===== src/design/hsv_pkg.sv =====
`timescale 1ns / 1ps
// ----------------------------------------------------------------------------
// hsv_pkg: shared types and constants of the HSV to RGB converter
// Request types between the front and back parts, arithmetic constants.
// ----------------------------------------------------------------------------
package hsv_pkg;

	localparam logic [8:0]  HUE_TURN        = 9'd360;
	localparam logic [15:0] HUE_RECIP       = 16'd46604;
	localparam int          HUE_RECIP_SHIFT = 24;
	localparam logic [5:0]  SECTOR_SPAN     = 6'd60;
	localparam logic [7:0]  LEVEL_FULL      = 8'd255;
	localparam logic [13:0] SECTOR_DENOM    = 14'd15300;
	localparam logic [22:0] DENOM_RECIP     = 23'd4491470;
	localparam int          DENOM_SHIFT     = 36;

	typedef enum logic [2:0] {
		SEC_0 = 3'd0,
		SEC_1 = 3'd1,
		SEC_2 = 3'd2,
		SEC_3 = 3'd3,
		SEC_4 = 3'd4,
		SEC_5 = 3'd5
	} sector_t;

	typedef struct packed {
		sector_t    sector;
		logic [5:0] rem;
		logic [7:0] sat;
		logic [7:0] val;
	} item_t;

	typedef struct packed {
		logic [7:0] red;
		logic [7:0] green;
		logic [7:0] blue;
	} rgb_t;

	typedef struct packed {
		logic  valid;
		item_t item;
	} item_req_t;

	typedef struct packed {
		logic valid;
		rgb_t rgb;
	} rgb_req_t;

endpackage


===== src/design/hsv_fifo.sv =====
`timescale 1ns / 1ps
// ----------------------------------------------------------------------------
// hsv_fifo: short request queue
// Register-based first-in first-out queue with an occupancy count.
// ----------------------------------------------------------------------------
module hsv_fifo #(
	parameter int WIDTH = 8,
	parameter int DEPTH = 4,
	localparam int AW = (DEPTH > 1) ? $clog2(DEPTH) : 1,
	localparam int CW = $clog2(DEPTH + 1)
) (
	input  logic             clk,
	input  logic             arst_n,
	input  logic             wr_en,
	input  logic [WIDTH-1:0] wr_data,
	input  logic             rd_en,
	output logic [WIDTH-1:0] rd_data,
	output logic             empty,
	output logic [CW-1:0]    count
);

	logic [WIDTH-1:0] mem_q [DEPTH];
	logic [AW-1:0]    wr_ptr_q;
	logic [AW-1:0]    rd_ptr_q;
	logic [CW-1:0]    count_q;
	logic             do_rd;

	assign do_rd   = rd_en && (count_q != '0);
	assign empty   = (count_q == '0);
	assign count   = count_q;
	assign rd_data = mem_q[rd_ptr_q];

	always_ff @(posedge clk) begin
		if (wr_en) begin
			mem_q[wr_ptr_q] <= wr_data;
		end
	end

	always_ff @(posedge clk or negedge arst_n) begin
		if (!arst_n) begin
			wr_ptr_q <= '0;
			rd_ptr_q <= '0;
			count_q  <= '0;
		end else begin
			if (wr_en) begin
				wr_ptr_q <= (wr_ptr_q == AW'(DEPTH - 1)) ? '0 : wr_ptr_q + 1'b1;
			end
			if (do_rd) begin
				rd_ptr_q <= (rd_ptr_q == AW'(DEPTH - 1)) ? '0 : rd_ptr_q + 1'b1;
			end
			case ({wr_en, do_rd})
				2'b10:   count_q <= count_q + 1'b1;
				2'b01:   count_q <= count_q - 1'b1;
				default: count_q <= count_q;
			endcase
		end
	end

endmodule


===== src/design/hsv_front.sv =====
`timescale 1ns / 1ps
// ----------------------------------------------------------------------------
// hsv_front: request intake and hue classification
// Reduce the hue modulo 360, split it into sector and remainder, and issue
// only when the queue behind has room for everything in flight.
// ----------------------------------------------------------------------------
module hsv_front
	import hsv_pkg::*;
#(
	parameter int QUEUE_DEPTH = 4,
	localparam int CW = $clog2(QUEUE_DEPTH + 1)
) (
	input  logic           clk,
	input  logic           arst_n,
	input  logic           push,
	output logic           full,
	input  logic [15:0]    hue_degrees,
	input  logic [7:0]     saturation_level,
	input  logic [7:0]     value_level,
	input  logic [CW-1:0]  queue_count,
	output item_req_t      req
);

	logic        v_s1;
	logic [15:0] hue_s1;
	logic [7:0]  sat_s1;
	logic [7:0]  val_s1;
	logic [7:0]  quot_s1;
	logic        v_s2;
	item_t       item_s2;

	logic        accept;
	logic [1:0]  inflight;
	logic [CW:0] used;
	logic [31:0] quot_prod;
	logic [16:0] h_full;
	logic [8:0]  h;
	sector_t     sector;
	logic [8:0]  base;
	logic [8:0]  rem_full;

	assign inflight  = {1'b0, v_s1} + {1'b0, v_s2};
	assign used      = {1'b0, queue_count} + (CW + 1)'(inflight);
	assign full      = (used >= (CW + 1)'(QUEUE_DEPTH));
	assign accept    = push && !full;
	assign quot_prod = 32'(hue_degrees) * 32'(HUE_RECIP);

	assign h_full   = 17'(hue_s1) - (17'(quot_s1) * 17'(HUE_TURN));
	assign h        = h_full[8:0];
	assign rem_full = h - base;

	always_comb begin
		if (h < 9'd60) begin
			sector = SEC_0;
			base   = 9'd0;
		end else if (h < 9'd120) begin
			sector = SEC_1;
			base   = 9'd60;
		end else if (h < 9'd180) begin
			sector = SEC_2;
			base   = 9'd120;
		end else if (h < 9'd240) begin
			sector = SEC_3;
			base   = 9'd180;
		end else if (h < 9'd300) begin
			sector = SEC_4;
			base   = 9'd240;
		end else begin
			sector = SEC_5;
			base   = 9'd300;
		end
	end

	always_ff @(posedge clk) begin
		if (accept) begin
			hue_s1  <= hue_degrees;
			sat_s1  <= saturation_level;
			val_s1  <= value_level;
			quot_s1 <= quot_prod[HUE_RECIP_SHIFT +: 8];
		end
		if (v_s1) begin
			item_s2.sector <= sector;
			item_s2.rem    <= rem_full[5:0];
			item_s2.sat    <= sat_s1;
			item_s2.val    <= val_s1;
		end
	end

	always_ff @(posedge clk or negedge arst_n) begin
		if (!arst_n) begin
			v_s1 <= 1'b0;
			v_s2 <= 1'b0;
		end else begin
			v_s1 <= accept;
			v_s2 <= v_s1;
		end
	end

	assign req.valid = v_s2;
	assign req.item  = item_s2;

endmodule


===== src/design/hsv_back.sv =====
`timescale 1ns / 1ps
// ----------------------------------------------------------------------------
// hsv_back: channel arithmetic and routing
// Form p, q and t with exact floor division, route them by sector and
// issue only when the result queue has room for everything in flight.
// ----------------------------------------------------------------------------
module hsv_back
	import hsv_pkg::*;
#(
	parameter int OUT_DEPTH = 8,
	localparam int CW = $clog2(OUT_DEPTH + 1)
) (
	input  logic          clk,
	input  logic          arst_n,
	input  logic          mid_empty,
	input  item_t         mid_item,
	output logic          mid_pop,
	input  logic [CW-1:0] out_count,
	output rgb_req_t      res
);

	logic        v_s1;
	item_t       item_s1;
	logic [13:0] sr_s1;
	logic [13:0] st_s1;
	logic        v_s2;
	sector_t     sector_s2;
	logic [7:0]  val_s2;
	logic [21:0] prod_q_s2;
	logic [21:0] prod_t_s2;
	logic [15:0] prod_p_s2;
	logic        v_s3;
	rgb_t        rgb_s3;

	logic [1:0]  inflight;
	logic [CW:0] used;
	logic [13:0] nq;
	logic [13:0] nt;
	logic [44:0] wq;
	logic [44:0] wt;
	logic [16:0] wp;
	logic [7:0]  p;
	logic [7:0]  q;
	logic [7:0]  t;
	rgb_t        rgb;

	assign inflight = 2'(v_s1) + 2'(v_s2) + 2'(v_s3);
	assign used     = {1'b0, out_count} + (CW + 1)'(inflight);
	assign mid_pop  = !mid_empty && (used < (CW + 1)'(OUT_DEPTH));

	assign nq = SECTOR_DENOM - sr_s1;
	assign nt = SECTOR_DENOM - st_s1;

	assign wq = 45'(prod_q_s2) * 45'(DENOM_RECIP);
	assign wt = 45'(prod_t_s2) * 45'(DENOM_RECIP);
	assign wp = 17'(prod_p_s2) + 17'(prod_p_s2[15:8]) + 17'd1;
	assign q  = wq[DENOM_SHIFT +: 8];
	assign t  = wt[DENOM_SHIFT +: 8];
	assign p  = wp[15:8];

	always_comb begin
		case (sector_s2)
			SEC_0:   rgb = '{red: val_s2, green: t,      blue: p};
			SEC_1:   rgb = '{red: q,      green: val_s2, blue: p};
			SEC_2:   rgb = '{red: p,      green: val_s2, blue: t};
			SEC_3:   rgb = '{red: p,      green: q,      blue: val_s2};
			SEC_4:   rgb = '{red: t,      green: p,      blue: val_s2};
			default: rgb = '{red: val_s2, green: p,      blue: q};
		endcase
	end

	always_ff @(posedge clk) begin
		if (mid_pop) begin
			item_s1 <= mid_item;
			sr_s1   <= 14'(mid_item.sat) * 14'(mid_item.rem);
			st_s1   <= 14'(mid_item.sat) * 14'(SECTOR_SPAN - mid_item.rem);
		end
		if (v_s1) begin
			sector_s2 <= item_s1.sector;
			val_s2    <= item_s1.val;
			prod_q_s2 <= 22'(item_s1.val) * 22'(nq);
			prod_t_s2 <= 22'(item_s1.val) * 22'(nt);
			prod_p_s2 <= 16'(item_s1.val) * 16'(LEVEL_FULL - item_s1.sat);
		end
		if (v_s2) begin
			rgb_s3 <= rgb;
		end
	end

	always_ff @(posedge clk or negedge arst_n) begin
		if (!arst_n) begin
			v_s1 <= 1'b0;
			v_s2 <= 1'b0;
			v_s3 <= 1'b0;
		end else begin
			v_s1 <= mid_pop;
			v_s2 <= v_s1;
			v_s3 <= v_s2;
		end
	end

	assign res.valid = v_s3;
	assign res.rgb   = rgb_s3;

endmodule


===== src/design/hsv_to_rgb_converter_top.sv =====
`timescale 1ns / 1ps
// ----------------------------------------------------------------------------
// hsv_to_rgb_converter_top: HSV to RGB color converter
// Front classifies hue, a short queue decouples it from the arithmetic back
// part, and a result queue holds finished colors until popped.
// ----------------------------------------------------------------------------
//  channel  handshake     payload
//  input    push / full   hue_degrees, saturation_level, value_level
//  result   pop / empty   red_level, green_level, blue_level
//
//  One request per cycle sustained while full stays low; a result passes
//  two front stages, middle queue, three back stages and the result queue.
//  Reset clears stage valid bits and queue pointers; no clearing pass.
//  While pop is held low, full rises once in-flight work plus queued
//  entries fill the queues, and falls again as results drain.
// ----------------------------------------------------------------------------
module hsv_to_rgb_converter_top
	import hsv_pkg::*;
#(
	parameter int MID_DEPTH = 4,
	parameter int OUT_DEPTH = 8
) (
	input  logic        clk,
	input  logic        arst_n,
	input  logic        push,
	output logic        full,
	input  logic [15:0] hue_degrees,
	input  logic [7:0]  saturation_level,
	input  logic [7:0]  value_level,
	output logic        empty,
	input  logic        pop,
	output logic [7:0]  red_level,
	output logic [7:0]  green_level,
	output logic [7:0]  blue_level
);

	localparam int MID_CW = $clog2(MID_DEPTH + 1);
	localparam int OUT_CW = $clog2(OUT_DEPTH + 1);

	item_req_t                front_req;
	logic [$bits(item_t)-1:0] mid_data;
	logic                     mid_empty;
	logic                     mid_pop;
	logic [MID_CW-1:0]        mid_count;
	rgb_req_t                 back_res;
	logic [$bits(rgb_t)-1:0]  out_data;
	logic [OUT_CW-1:0]        out_count;
	rgb_t                     out_rgb;

	hsv_front #(
		.QUEUE_DEPTH(MID_DEPTH)
	) u_front (
		.clk              (clk),
		.arst_n           (arst_n),
		.push             (push),
		.full             (full),
		.hue_degrees      (hue_degrees),
		.saturation_level (saturation_level),
		.value_level      (value_level),
		.queue_count      (mid_count),
		.req              (front_req)
	);

	hsv_fifo #(
		.WIDTH($bits(item_t)),
		.DEPTH(MID_DEPTH)
	) u_mid_fifo (
		.clk     (clk),
		.arst_n  (arst_n),
		.wr_en   (front_req.valid),
		.wr_data (front_req.item),
		.rd_en   (mid_pop),
		.rd_data (mid_data),
		.empty   (mid_empty),
		.count   (mid_count)
	);

	hsv_back #(
		.OUT_DEPTH(OUT_DEPTH)
	) u_back (
		.clk       (clk),
		.arst_n    (arst_n),
		.mid_empty (mid_empty),
		.mid_item  (item_t'(mid_data)),
		.mid_pop   (mid_pop),
		.out_count (out_count),
		.res       (back_res)
	);

	hsv_fifo #(
		.WIDTH($bits(rgb_t)),
		.DEPTH(OUT_DEPTH)
	) u_out_fifo (
		.clk     (clk),
		.arst_n  (arst_n),
		.wr_en   (back_res.valid),
		.wr_data (back_res.rgb),
		.rd_en   (pop),
		.rd_data (out_data),
		.empty   (empty),
		.count   (out_count)
	);

	assign out_rgb     = rgb_t'(out_data);
	assign red_level   = out_rgb.red;
	assign green_level = out_rgb.green;
	assign blue_level  = out_rgb.blue;

endmodule

===== config.mk =====
export PLATFORM = sky130hd
export DESIGN_NAME = hsv_to_rgb_converter_top
export DESIGN_NICKNAME = d
export VERILOG_FILES = /design/src/design/hsv_pkg.sv /design/src/design/hsv_fifo.sv /design/src/design/hsv_front.sv /design/src/design/hsv_back.sv /design/src/design/hsv_to_rgb_converter_top.sv
export SDC_FILE = /design/constraint.sdc
export NUM_CORES = 2
export LEC_CHECK = 0
export BUFFER_PORTS_ARGS = -buffer_cell sky130_fd_sc_hd__buf_2
export CAP_MARGIN = 5
export CORE_ASPECT_RATIO = 1.75
export CORE_UTILIZATION = 45
export CTS_CLUSTER_SIZE = 12
export DETAILED_ROUTE_END_ITERATION = 10
export SLEW_MARGIN = 20
export SYNTH_ARGS = -nofsm -noshare
export SYNTH_HDL_FRONTEND = slang
export SYNTH_SLANG_ARGS = --single-unit

===== constraint.sdc =====
create_clock -name clk -period 9.1 [get_ports clk]
set_input_delay 0.455 -clock clk [delete_from_list [all_inputs] [get_ports clk]]
set_output_delay 0.455 -clock clk [all_outputs]
set_load 0.005 [all_outputs]

* Word-level counts from Yosys, hierarchy flattened *
Memories as Yosys holds them, arrays and structs flattened.
Index checks and enable logic that the tools add are counted.

cells by class
  mux-type cells = 20
  multipliers = 9
  add/subtract/negate cells = 21
  reductions and logical operators = 15
  equality and inequality tests = 12
  magnitude comparators = 7

operators by type and width
  cell                                                         number
  case mux 24 bit (5 select lines)                             1
  multiplier 22 x 22 -> 43 bit (second input constant)         2
  multiplier 8 x 14 -> 22 bit                                  2
  multiplier 16 x 14 -> 30 bit (second input constant)         1
  subtractor 14 bit (first input constant)                     2
  two-way mux 6 bit                                            4
  less-than comparator 9 x 8 -> 1 bit (second input constant)  2
  adder 16 x 1 -> 16 bit (second input constant)               1
  adder 16 x 8 -> 16 bit                                       1
  multiplier 8 x 16 -> 16 bit                                  1
  multiplier 8 x 14 -> 14 bit                                  1
  multiplier 8 x 6 -> 14 bit                                   1
  adder 3 x 1 -> 3 bit (second input constant)                 3
  == test 3 bit (second input constant)                        3
  less-than comparator 9 x 6 -> 1 bit (second input constant)  1
  less-than comparator 9 x 7 -> 1 bit (second input constant)  1
  less-than comparator 9 bit (second input constant)           1
  subtractor 8 x 8 -> 9 bit (first input constant)             1
  subtractor 9 bit                                             1
  == test 2 bit (second input constant)                        4
  multiplier 8 x 6 -> 6 bit (second input constant)            1
  two-way mux 2 bit                                            4
  case mux 4 bit (2 select lines)                              1
  subtractor 6 x 6 -> 7 bit (first input constant)             1
  27 further kinds                                             43

word-level totals
  memories = 2
  memory bits (writable) = 292
  output and inout bits = 26
  input bits = 36
  logic and storage cells = 120
  bits in registers = 222

memories
  name              depth  bits a word  rd ports  clocked after Yosys merged registers in  wr ports  line            RTL
  u_out_fifo.mem_q  8      24           1         0                                        1         hsv_fifo.sv:22  logic [WIDTH-1:0] mem_q [DEPTH];
  u_mid_fifo.mem_q  4      25           1         0                                        1         hsv_fifo.sv:22

* Depth between registers and ports, before layout *
  depth after elaboration = 9
  gate-level depth with buffers = 25
  depth with buffers taken out = 24

* Hierarchy *
A second synthesis with hierarchy kept.

second synthesis, totals
  cell total of the unflattened synthesis = 4150
  area total of the unflattened synthesis = 48540.3 um^2

by module, submodules not included
  module                  times used  area each (um^2)  cells each
  hsv_back                1           30650.6           3129
  hsv_fifo at u_out_fifo  1           8075.2            345
  hsv_front               1           5738.0            505
  hsv_fifo at u_mid_fifo  1           4076.4            171

* Least setup slack after synthesis *
Ideal clock, no wire load.

  path kind = register to register
  from = reg u_back.v_s1
  to = reg u_mid_fifo.count_q[2], in the netlist u_mid_fifo.count[2]
  arrival time = 6861 ps
  period minus slack after synthesis = 6940 ps
  cell stages (with the launch flop) = 9
  path buffers = 0
  slack = 2160 ps
  cell sequence = dfrtp_1 -> a31o_2 -> a211oi_1 -> ha_1 -> inv_1 -> fa_1 -> xor2_1 -> nor2_1 -> xor2_1

between the ends
  longest elaborated chain between the ends = 8

RTL lines
  element                                                                       line                            RTL
  start: declaration                                                            hsv_back.sv:22                  logic v_s1;
  start signal: assignment                                                      hsv_back.sv:96                  v_s1 <= mid_pop;
  adder 1 x 1 -> 2 bit *                                                        hsv_back.sv:47                  assign inflight = 2'(v_s1) + 2'(v_s2) + 2'(v_s3);
  adder 2 x 1 -> 2 bit *                                                        hsv_back.sv:47
  adder 4 x 2 -> 5 bit *                                                        hsv_back.sv:48                  assign used = {1'b0, out_count} + (CW + 1)'(inflight);
  less-than comparator 5 x 4 -> 1 bit *                                         hsv_back.sv:49                  assign mid_pop = !mid_empty && (used < (CW + 1)'(OUT_DEPTH));
  logical AND 1 bit *                                                           hsv_back.sv:49
  via mid_pop                                                                   hsv_to_rgb_converter_top.sv:43  logic mid_pop;
  logical AND 1 bit *                                                           hsv_fifo.sv:28                  assign do_rd = rd_en && (count_q != '0);
  == test 2 x 1 -> 1 bit / == test 2 bit (equally long branches)                hsv_fifo.sv:51                  case ({wr_en, do_rd})
  case mux 3 bit (2 select lines) / nonzero test 2 bit (equally long branches)  --
  end signal: assignment                                                        hsv_fifo.sv:52                  2'b10: count_q <= count_q + 1'b1;
  end signal: assignment                                                        hsv_fifo.sv:53                  2'b01: count_q <= count_q - 1'b1;
  end signal: assignment                                                        hsv_fifo.sv:54                  default: count_q <= count_q;
  end: declaration                                                              hsv_fifo.sv:25                  logic [CW-1:0] count_q;

Mark *: on every way through the listed nets, which the timed path passes. The rest lies on a longest branch.
A chain may end at the register's enable or synchronous reset.

==> results.yml <==
route:
  drc: 0
  dr_total_vias: 29312
  wirelength_mm: 106
  ant_nets: 0
  drtPass1Iterations: 7
  wl_per_cell_um: 19.0
  via_per_inst: 5.24
  drt_iter0_drc: 1206
cts:
  clkTransAtPathRegs_ns: 0.06
  cts_buffers: 52
  clock_latency_ns: 0.64
  clock_path_buffers: 3
  clockRootBuffer: "clkbuf_16"
  htree_num_levels: 2
  cts_tree: "yes"
  clock-sinks: 510
critical_path:
  crit_fanout: 7
  cp_slowest_stage_delay_ns: 0.58
  criticalPathCategory: "flip-flop to flip-flop"
  startpoint_type: "flip-flop"
  cp_data_required_time_ns: 9.47
  arrival_ns: 7.31
  end_kind: "flip-flop"
  crit_chain: "ha_1 -> inv_1 -> fa_1 -> inv_1 -> fa_1 -> ha_1 -> fa_1 -> fa_1 -> inv_1 -> fa_1 -> inv_1 -> ha_1 -> a21oi_1 -> o21ai_0 -> a221oi_1 -> a21oi_1 -> nor3_2 -> o21bai_1 -> xor2_1 -> mux2_2 -> a221o_1"
  cpMostUsedCell: "fa_1"
  crit_slowest_cell: "edfxtp_1"
yosys:
  yosysTopAreaCell: "edfxtp_1"
  ys_types: 87
  ys.flop_type: "edfxtp_1"
  ys_warn_count: 0
  synthCells: 4107
  syn_area_um2: 48200
  syn_nets: 5391
  synth_edf_count: 488
  synth.area.top_cells: "edfxtp_1 30%, fa_1 22%, ha_1 19%, inv_1 6.6%, mux4_2 3.4%"
  synth_top_area_share_pct: 30.4
  yosysSeqAreaShare_pct: 31.5
  async_flop_share_pct: 4.31
  synth_seq_cells: 510
  avgSynthCellArea_um2: 11.7
die:
  die_x_um: 250
  die_h_um: 435
  die_area_um2: 109000
  initial_core_util_pct: 45.4
  fp-row-count: 158
  coreArea_um2: 106000
  ios: 62
timing:
  rsz0062_at_grt: "false"
  fin_tns_setup_ns: 0
  setup_violations: 0
  fin_crit_sh_pct: 76.3
  drv_slew: 0
  max_freq_mhz: 144
  period_minus_slack_ns: 6.94
  max_slew_margin_pct: 33.0
  fin_skew_ns: 0.0393
  hold_viol_final: 0
  worstMarginPinSlew_ns: 1.01
worst_hold_path:
  hold_path.class: "input port to flip-flop"
placed_design:
  port_buffers: 61
  finalWeightedCongestion: 0.967
  post-dp-hpwl_mm: 87.9
cells_and_area:
  fillers: 9475
  layout-drive-gt1-share_pct: 7.14
  fin_nets: 5481
  area_growth_pct: 7.79
  multi_input_area_um2: 29500
  regArea_um2: 15200
  diodes: 0
global_routing:
  grt_pass1_vias: 32556
  grt_antenna_before_repair: 0
  grt.overflow.total: 0
  grt_first_pass_wirelength_mm: 170
  grt_use_total_pct: 20.1
  grt_start_max_net_pins: 64
flow_run:
  maxCapViolCount: 0
outcome:
  outcome: "complete, no violations"
## per-stage QoR
step,util (%),cell area [um^2],std cells,worst slack [ns],hold WS (ns)
2_1_floorplan,-,48200,4107,2.16,0.159
3_3_place_gp,47.3,50200,5487,2.21,0.401
3_5_place_dp,47.3,50200,5487,2.23,0.405
4_1_cts,49.0,52000,5589,2.21,0.00337
5_1_grt,49.0,52000,5590,1.82,0.00562
6_report,49.0,52000,5590,2.16,0.0359
## state kept, by name, summed over array words and instances (netlist names), 2 cells and up
| signal | flops |
|---|---|
| u_mid_fifo.mem_q | 100 |
| u_back.st_s1 | 14 |
| u_mid_fifo.wr_ptr_q | 2 |
| u_back.prod_p_s2 | 16 |
| u_mid_fifo.rd_ptr_q | 2 |
| u_out_fifo.mem_q | 192 |
| u_back.prod_q_s2 | 21 |
| u_mid_fifo.count | 3 |
| u_front.req | 25 |
| u_back.item_s1 | 19 |
| u_out_fifo.rd_ptr_q | 3 |
| u_back.res | 24 |
| u_front.quot_s1 | 6 |
| u_back.val_s2 | 8 |
| u_front.hue_s1 | 9 |
| u_back.sector_s2 | 3 |
| u_front.val_s1 | 8 |
| u_back.sr_s1 | 13 |
| u_back.prod_t_s2 | 22 |
| u_front.sat_s1 | 8 |
| u_out_fifo.wr_ptr_q | 3 |
| u_out_fifo.count | 4 |
## synthesized netlist by cell type (all sizes together) (8+ instances only)
cell / number
nor2: 118
mux4: 73
nand4: 19
nand3: 29
clkbuf: 67
edfxtp: 488
o21ai: 84
nand2: 261
fa: 534
nand2b: 43
a31oi: 13
nor2b: 71
mux2: 29
mux2i: 8
ha: 714
a21oi: 120
buf: 8
inv: 844
o211ai: 11
o21bai: 18
xor2: 48
and2: 149
a21o: 39
nor3: 32
a21boi: 9
o21a: 16
dfrtp: 22
xnor2: 103
a211oi: 24
## repair_timing
action / CTS / global route
hold buffers: 15 / 0
resized for setup: 0 / 0
setup endpoints to repair: 0 / 0
hold endpoints to repair: 36 / 0
setup buffers: 0 / 0
## routing by layer
metal | up-vias | part of all wire (%) | track usage [%]
met3 | 202 | 1.7 | 1.56
met4 | 0 | 4.1 | 8.03
li1 | 13855 | - | -
met2 | 396 | 60 | 42.6
met5 | - | 0 | 0
met1 | 14859 | 34 | 19.2
## worst max-delay path, delay by kind of cell, from the launching register on
family | cells | cell delay, ns
adders and majority gates | 8 | 3.55
muxes | 1 | 0.33
AOI/OAI and AO/OA | 6 | 1.36
DFF | 1 | 0.58
buffers and inverters | 4 | 0.23
and+or+nand+nor | 1 | 0.39
xor gates and xnor gates | 1 | 0.25
## final timing paths
path	from	endpoint	slack [ns]	cells past startpoint
setup / recovery	u_back.prod_t_s2[18]	u_back.res[19]	2.16	21
hold / removal	saturation_level[1]	u_front.sat_s1[1]	0.04	1
setup reg to reg	u_back.prod_t_s2[18]	u_back.res[19]	2.16	21
hold reg to reg	u_front.sat_s1[7]	u_front.req[15]	0.42	0
max in group asynchronous	arst_n	u_out_fifo.rd_ptr_q[0]	8.22	2
min in group asynchronous	arst_n	u_out_fifo.rd_ptr_q[0]	0.39	2
## kinds of logic after synthesis
family / after synthesis / share of synthesized area (%)
buffers and inverters: 920 / 7.35
xor gates and xnor gates: 151 / 2.74
AOI/OAI and AO/OA: 409 / 5.61
and+or+nand+nor: 759 / 7.86
DFF: 510 / 31.5
adders and majority gates: 1248 / 40.7
muxes: 110 / 4.25
## final cells by class
type,instances,share of cell area [%]
Multi-Input combinational cell,2677,56.8
Sequential cell,510,29.3
Inverter,845,6.10
Tap cell,1360,3.27
Clock buffer,72,2.69
Timing Repair Buffer,111,1.44
Clock inverter,15,0.438
## cell usage in the layout (no fill, tap or decap), types with 15 or more instances in the layout
master	n
clkbuf_1	19
clkbuf_16	53
mux4_2	73
nand3_1	28
edfxtp_1	488
nand2b_1	43
o21bai_1	18
dfrtp_1	17
a211oi_1	21
a21oi_1	120
o21ai_0	82
nand4_1	19
a21o_1	37
buf_2	61
nor2b_1	71
nand2_1	261
nor3_1	27
fa_1	534
nor2_1	111
dlygate4sd3_1	15
and2_1	148
inv_1	844
mux2_2	29
xnor2_1	103
buf_4	33
ha_1	714
xor2_1	48
o21a_1	16
Power is not shown: default switching activity piles up to over one toggle a cycle in this logic, so the estimate is an artifact.
